### config.mk
export PLATFORM = sky130hd
export DESIGN_NAME = srcq_ctrl
export DESIGN_NICKNAME = d
export VERILOG_FILES = /design/src/rtl/srcq_pkg.sv /design/src/rtl/srcq_ctrl.sv
export SDC_FILE = /design/constraint.sdc
export NUM_CORES = 1
export LEC_CHECK = 0
export BUFFER_PORTS_ARGS = -buffer_cell sky130_fd_sc_hd__buf_2
export CAP_MARGIN = 5
export CORE_ASPECT_RATIO = 0.8
export CORE_MARGIN = 4
export CORE_UTILIZATION = 45
export DETAILED_ROUTE_END_ITERATION = 16
export GPL_ROUTABILITY_DRIVEN = 0
export PLACE_DENSITY = 0.76
export SLEW_MARGIN = 5
export SYNTH_ARGS = -nofsm -noshare
export SYNTH_HDL_FRONTEND = slang
export SYNTH_SLANG_ARGS = --single-unit
### constraint.sdc
create_clock -name aclk -period 12.8 [get_ports aclk]
set_input_delay 1.28 -clock aclk [delete_from_list [all_inputs] [get_ports aclk]]
set_output_delay 1.28 -clock aclk [all_outputs]
set_load 0.05 [all_outputs]
### src/rtl/srcq_pkg.sv
package srcq_pkg;

    // Store geometry and field widths
    localparam int DEFAULT_STORE_DEPTH = 1024;
    localparam int VALUE_W             = 32;
    localparam int REQ_W               = 2;
    localparam int ANSWER_W            = 11;

    // Stream payload widths (byte multiples)
    localparam int S_TDATA_W = 40;
    localparam int M_TDATA_W = 16;

    // Request codes (code 3 is unused and dropped)
    localparam logic [REQ_W-1:0] REQ_APPEND = 2'd0;
    localparam logic [REQ_W-1:0] REQ_LOWER  = 2'd1;
    localparam logic [REQ_W-1:0] REQ_UPPER  = 2'd2;

    // Result handed from the sequencer to the output register
    typedef struct packed {
        logic                valid;
        logic [ANSWER_W-1:0] answer_count;
        logic                full_error;
    } res_t;

endpackage

### src/rtl/srcq_ctrl.sv
module srcq_ctrl #(
    parameter int STORE_DEPTH = srcq_pkg::DEFAULT_STORE_DEPTH,
    parameter int AW          = $clog2(STORE_DEPTH)
) (
    input  logic                         aclk,
    input  logic                         aresetn,
    // request side
    input  logic                         s_valid,
    output logic                         s_ready,
    input  logic [srcq_pkg::REQ_W-1:0]   s_req,
    input  logic [srcq_pkg::VALUE_W-1:0] s_value,
    // result side
    input  logic                         out_free,
    output srcq_pkg::res_t               res,
    // store port
    output logic                         mem_we,
    output logic [AW-1:0]                mem_waddr,
    output logic [srcq_pkg::VALUE_W-1:0] mem_wdata,
    output logic                         mem_re,
    output logic [AW-1:0]                mem_raddr,
    input  logic [srcq_pkg::VALUE_W-1:0] mem_rdata
);

    localparam int CNT_W  = $clog2(STORE_DEPTH + 1);
    localparam int WIDE_W = (CNT_W > srcq_pkg::ANSWER_W) ? CNT_W : srcq_pkg::ANSWER_W;

    typedef enum logic [2:0] {
        ST_IDLE,
        ST_SEARCH,
        ST_BOUND,
        ST_SHIFT,
        ST_INSERT,
        ST_RESULT
    } state_t;

    state_t                         state_reg, state_next;
    logic [srcq_pkg::REQ_W-1:0]     kind_reg, kind_next;
    logic signed [srcq_pkg::VALUE_W-1:0] x_reg, x_next;
    logic [CNT_W-1:0]               lo_reg, lo_next;
    logic [CNT_W-1:0]               hi_reg, hi_next;
    logic [CNT_W-1:0]               mid_reg, mid_next;
    logic [CNT_W-1:0]               count_reg, count_next;
    logic [CNT_W-1:0]               j_reg, j_next;
    logic                           wpend_reg, wpend_next;
    logic [AW-1:0]                  waddr_reg, waddr_next;
    logic [CNT_W-1:0]               ans_reg, ans_next;
    logic                           err_reg, err_next;

    logic                           strict;
    logic                           go_right;
    logic [CNT_W-1:0]               lo_n, hi_n, mid_n, half_cnt, jm1;
    logic [WIDE_W-1:0]              ans_wide;

    // Shared compare/halving unit for one bisection step
    assign strict   = (kind_reg != srcq_pkg::REQ_LOWER);
    assign go_right = strict ? ($signed(mem_rdata) <= x_reg) : ($signed(mem_rdata) < x_reg);
    assign lo_n     = go_right ? mid_reg + CNT_W'(1) : lo_reg;
    assign hi_n     = go_right ? hi_reg : mid_reg;
    assign mid_n    = lo_n + ((hi_n - lo_n) >> 1);
    assign half_cnt = count_reg >> 1;
    assign jm1      = j_reg - CNT_W'(1);

    // Next-state and datapath control
    always_comb begin
        state_next = state_reg;
        kind_next  = kind_reg;
        x_next     = x_reg;
        lo_next    = lo_reg;
        hi_next    = hi_reg;
        mid_next   = mid_reg;
        count_next = count_reg;
        j_next     = j_reg;
        wpend_next = wpend_reg;
        waddr_next = waddr_reg;
        ans_next   = ans_reg;
        err_next   = err_reg;
        mem_re     = 1'b0;
        mem_raddr  = mid_reg[AW-1:0];
        mem_we     = 1'b0;
        mem_waddr  = waddr_reg;
        mem_wdata  = mem_rdata;

        case (state_reg)
            ST_IDLE: begin
                if (s_valid) begin
                    kind_next = s_req;
                    x_next    = s_value;
                    lo_next   = '0;
                    hi_next   = count_reg;
                    mid_next  = half_cnt;
                    err_next  = 1'b0;
                    if (s_req == srcq_pkg::REQ_APPEND &&
                        count_reg >= CNT_W'(STORE_DEPTH)) begin
                        // full store: drop the value, flag it
                        ans_next   = count_reg;
                        err_next   = 1'b1;
                        state_next = ST_RESULT;
                    end else if (s_req inside {srcq_pkg::REQ_APPEND, srcq_pkg::REQ_LOWER,
                                               srcq_pkg::REQ_UPPER}) begin
                        if (count_reg == '0) begin
                            state_next = ST_BOUND;
                        end else begin
                            mem_re     = 1'b1;
                            mem_raddr  = half_cnt[AW-1:0];
                            state_next = ST_SEARCH;
                        end
                    end
                end
            end
            ST_SEARCH: begin
                lo_next  = lo_n;
                hi_next  = hi_n;
                mid_next = mid_n;
                if (lo_n < hi_n) begin
                    mem_re    = 1'b1;
                    mem_raddr = mid_n[AW-1:0];
                end else begin
                    state_next = ST_BOUND;
                end
            end
            ST_BOUND: begin
                if (kind_reg == srcq_pkg::REQ_APPEND) begin
                    j_next     = count_reg;
                    wpend_next = 1'b0;
                    state_next = ST_SHIFT;
                end else begin
                    ans_next   = count_reg - lo_reg;
                    state_next = ST_RESULT;
                end
            end
            ST_SHIFT: begin
                // move entries up one slot, top down, one per cycle
                if (wpend_reg) begin
                    mem_we = 1'b1;
                end
                if (j_reg > lo_reg) begin
                    mem_re     = 1'b1;
                    mem_raddr  = jm1[AW-1:0];
                    waddr_next = j_reg[AW-1:0];
                    wpend_next = 1'b1;
                    j_next     = jm1;
                end else begin
                    wpend_next = 1'b0;
                    state_next = ST_INSERT;
                end
            end
            ST_INSERT: begin
                mem_we     = 1'b1;
                mem_waddr  = lo_reg[AW-1:0];
                mem_wdata  = x_reg;
                count_next = count_reg + CNT_W'(1);
                ans_next   = count_reg + CNT_W'(1);
                state_next = ST_RESULT;
            end
            ST_RESULT: begin
                if (out_free) begin
                    state_next = ST_IDLE;
                end
            end
            default: begin
                state_next = ST_IDLE;
            end
        endcase
    end

    // State and registers
    always_ff @(posedge aclk) begin
        kind_reg  <= kind_next;
        x_reg     <= x_next;
        lo_reg    <= lo_next;
        hi_reg    <= hi_next;
        mid_reg   <= mid_next;
        j_reg     <= j_next;
        waddr_reg <= waddr_next;
        ans_reg   <= ans_next;
        err_reg   <= err_next;
        if (!aresetn) begin
            state_reg <= ST_IDLE;
            count_reg <= '0;
            wpend_reg <= 1'b0;
        end else begin
            state_reg <= state_next;
            count_reg <= count_next;
            wpend_reg <= wpend_next;
        end
    end

    // Result payload, count masked to the field width
    assign ans_wide         = WIDE_W'(ans_reg);
    assign s_ready          = (state_reg == ST_IDLE);
    assign res.valid        = (state_reg == ST_RESULT);
    assign res.answer_count = ans_wide[srcq_pkg::ANSWER_W-1:0];
    assign res.full_error   = err_reg;

endmodule

==> results.md <==
* HPWL after detailed placement at 18,300 µm
* Routed WL at 24,600 µm
* Nets at 1,287
* Non-filler instance count after layout at 1,408
* Pins over their slew limit at 0
* Outcome: completed
* Setup fix buffers added after clock tree synthesis at 0
* Mapped Avg Cell Area at 8.60 µm²
* Syn nets at 1,171
* Die Y at 133 µm
* Layout cell share with drive strength beyond 1 at 17.0%
* Seq/Total Area, Yosys at 37.6%
* Setup tns final at 0 ps
* Worst hold endpoint: wpend_reg$_SDFFE_PN0P_
* Area contributors post-synth: edfxtp_1, ha_1, nand2_1
* CTS Buf Count at 17
* Post-Synth Simple-Gate Area at 18.3%
* Final Hold Viols at 0
* Post_cts resized at 0
* Top Layer Used: met4
* Synthesized area at 8780 µm²
* Post-route ant nets at 0
* Count leader, synth: nand2_1
* Commonest cells post-synth: nand2_1, edfxtp_1, o21ai_0, inv_1, ha_1
* Final Critical Period at 8840 ps
* Synth top area share at 34.2%
* Diodes inserted at 0
* FF-to-FF path depth at 19
* M1 wire length at 10,400 µm
* Core Box Area at 19,100 µm²
* Synth-to-Final Area Change at 17.3%
* Fill count at 1,705
* Final core occ at 53.9%
* # DRC at 0
* Max reg flops at 32
* Clock root buffer: clkbuf_16
* DRT Pass-1 Iters at 5
* Routed WL per cell at 17.5 µm
* Adder-cell share of the synthesized area at 11.7%
* Sequential Area at 3300 µm²
* Vias in the first global route at 7,613
* Post-synth EDFFs at 100
* Critical path arrival at 7560 ps
* # clock sinks at 115
* Die W at 164 µm
* CP required at 11,520 ps
* Achievable frequency at 113 MHz
* Worst-margin pin slew at 1240 ps
* Worst hold path type: flip-flop to flip-flop
* DR vias at 8,097
* RSZ-0062 raised after global routing: no
* Clock latency on the worst-skew pair at 430 ps
* Reg2reg setup slack at 6510 ps
* CTS Buffer Depth at 2
* Crit Reg-Reg Startpoint: x_reg[31]$_DFFE_PP_
* DRT iter0 DRCs at 863
* Placed cell count at 1,376
* Tcrit/Tclk final at 69.1%
* Hold depth at 2
* Mapped Cells at 1,021
* Met3 Routed Length at 2380 µm
* Rel. slew slack at 17.0%
* GRT Util Overall at 22.6%
* FF-to-FF End: mid_reg[7]$_DFFE_PP_
* Kind of critical path: input pin to output pin
* Final-report setup violation count at 0
* Post-synthesis compound-gate area fraction at 20.1%
* Worst Clk Skew at 9.76 ps
* Area of the multi-input gates at 5000 µm²
* WL met2 at 11,200 µm
* # rows at 45
* Hold path start: wpend_reg$_SDFFE_PN0P_
* Number of port buffers at 137
* Post-synth top area cell: edfxtp_1
* TritonCTS clock tree: built
* Syn. warnings at 0
* Async SR Flop Fraction at 0%
* Cell variety after synth at 70
* Main combinational cell family by area after synthesis: compound AO/OA/AOI/OAI gates
* Top-Level Pins at 138
* # Max-Cap Violations at 0
* Main synth FF type: edfxtp_1
* Initial Utilization at 46.0%
* Initial antenna violation count at 0
* Hold WS at 488 ps
* Mux cell area share after synthesis at 1.41%
* Critical Path Source Type: input pin
* Post-CTS Hold Buffers at 0
* Largest net degree at the start of global routing at 92
* Setup crit end kind: output pin
* Clk slew on worst S/H paths at 60 ps
* CP Max Fanout at 29
* H-tree levels at 4
* DR vias/cell at 5.75
* Yosys reg bits at 115
* First-pass GRT wire length at 39,300 µm
* Global route overflow at 0
* Post-synthesis xor/xnor area fraction at 5.39%
* Die area at 21,800 µm²
-- metal layers --
metal	global-route usage (%)	vias to the layer above
met5	0	-
met4	8.10	0
met3	5.54	57
met2	35.2	400
met1	30.6	3767
li1	-	3873
-- layout make-up --
cell class	instances	share of cell area [%]
timing repair buffer	144	7.17
sequential	115	32.1
multi-input combinational	779	48.5
tap	258	3.14
clock inverter	12	1.74
clock buffer	20	4.44
inverter	80	2.92
-- cells by family (layout without fill, tap and decap cells) --
group,count (synthesis),after routing
simple gates,362,362
compound gates,271,271
buf+inv,127,256
flops,115,115
fa+ha+maj,80,80
xor+xnor,54,54
mux,12,12
-- critical path, stage by stage --
cell and delay, ps:
buf_2 110, ha_1 390, nand4_2 180, or4_4 600
nor4b_4 470, a31o_1 840, nor2_1 90, a21oi_1 240
ha_1 350, fa_1 260, inv_1 60, a2111oi_0 350
nor3_1 140, a41oi_1 300, nor2b_1 190, xnor2_1 130
ha_1 320, o21ai_0 110, inv_1 70, a41oi_2 210
mux2i_1 260, nor4_1 80, a211oi_1 230, buf_2 300
-- stage by stage --
step / instance area, µm² / setup slack (ps)
floorplan: 8780 / 4390
global placement: 9660 / 4120
detailed placement: 9660 / 4000
CTS: 10300 / 3990
global route: 10300 / 3460
finish: 10300 / 3960
-- worst max path at each step --
stage                        from            to
finish              mem_rdata[31]  mem_raddr[9]
global route        mem_rdata[31]  mem_raddr[9]
CTS                 mem_rdata[31]  mem_raddr[9]
detailed placement  mem_rdata[31]  mem_raddr[9]
global placement    mem_rdata[31]  mem_raddr[9]
floorplan           mem_rdata[31]  mem_raddr[9]
-- layout by cell type (no fill, tap or decap), types with 11 or more instances in the layout --
cell type,instances
o21ai_1,11
nand2_1,194
buf_2,137
ha_1,77
xnor2_1,38
nor2_1,64
o21a_1,16
nor3_1,20
a21oi_1,61
dfxtp_1,15
xor2_1,16
edfxtp_1,100
inv_1,78
clkbuf_16,17
a21o_1,12
nand3_1,20
o21ai_0,87
Power is not shown: default switching activity piles up to over one toggle a cycle in this logic, so the estimate is an artifact.
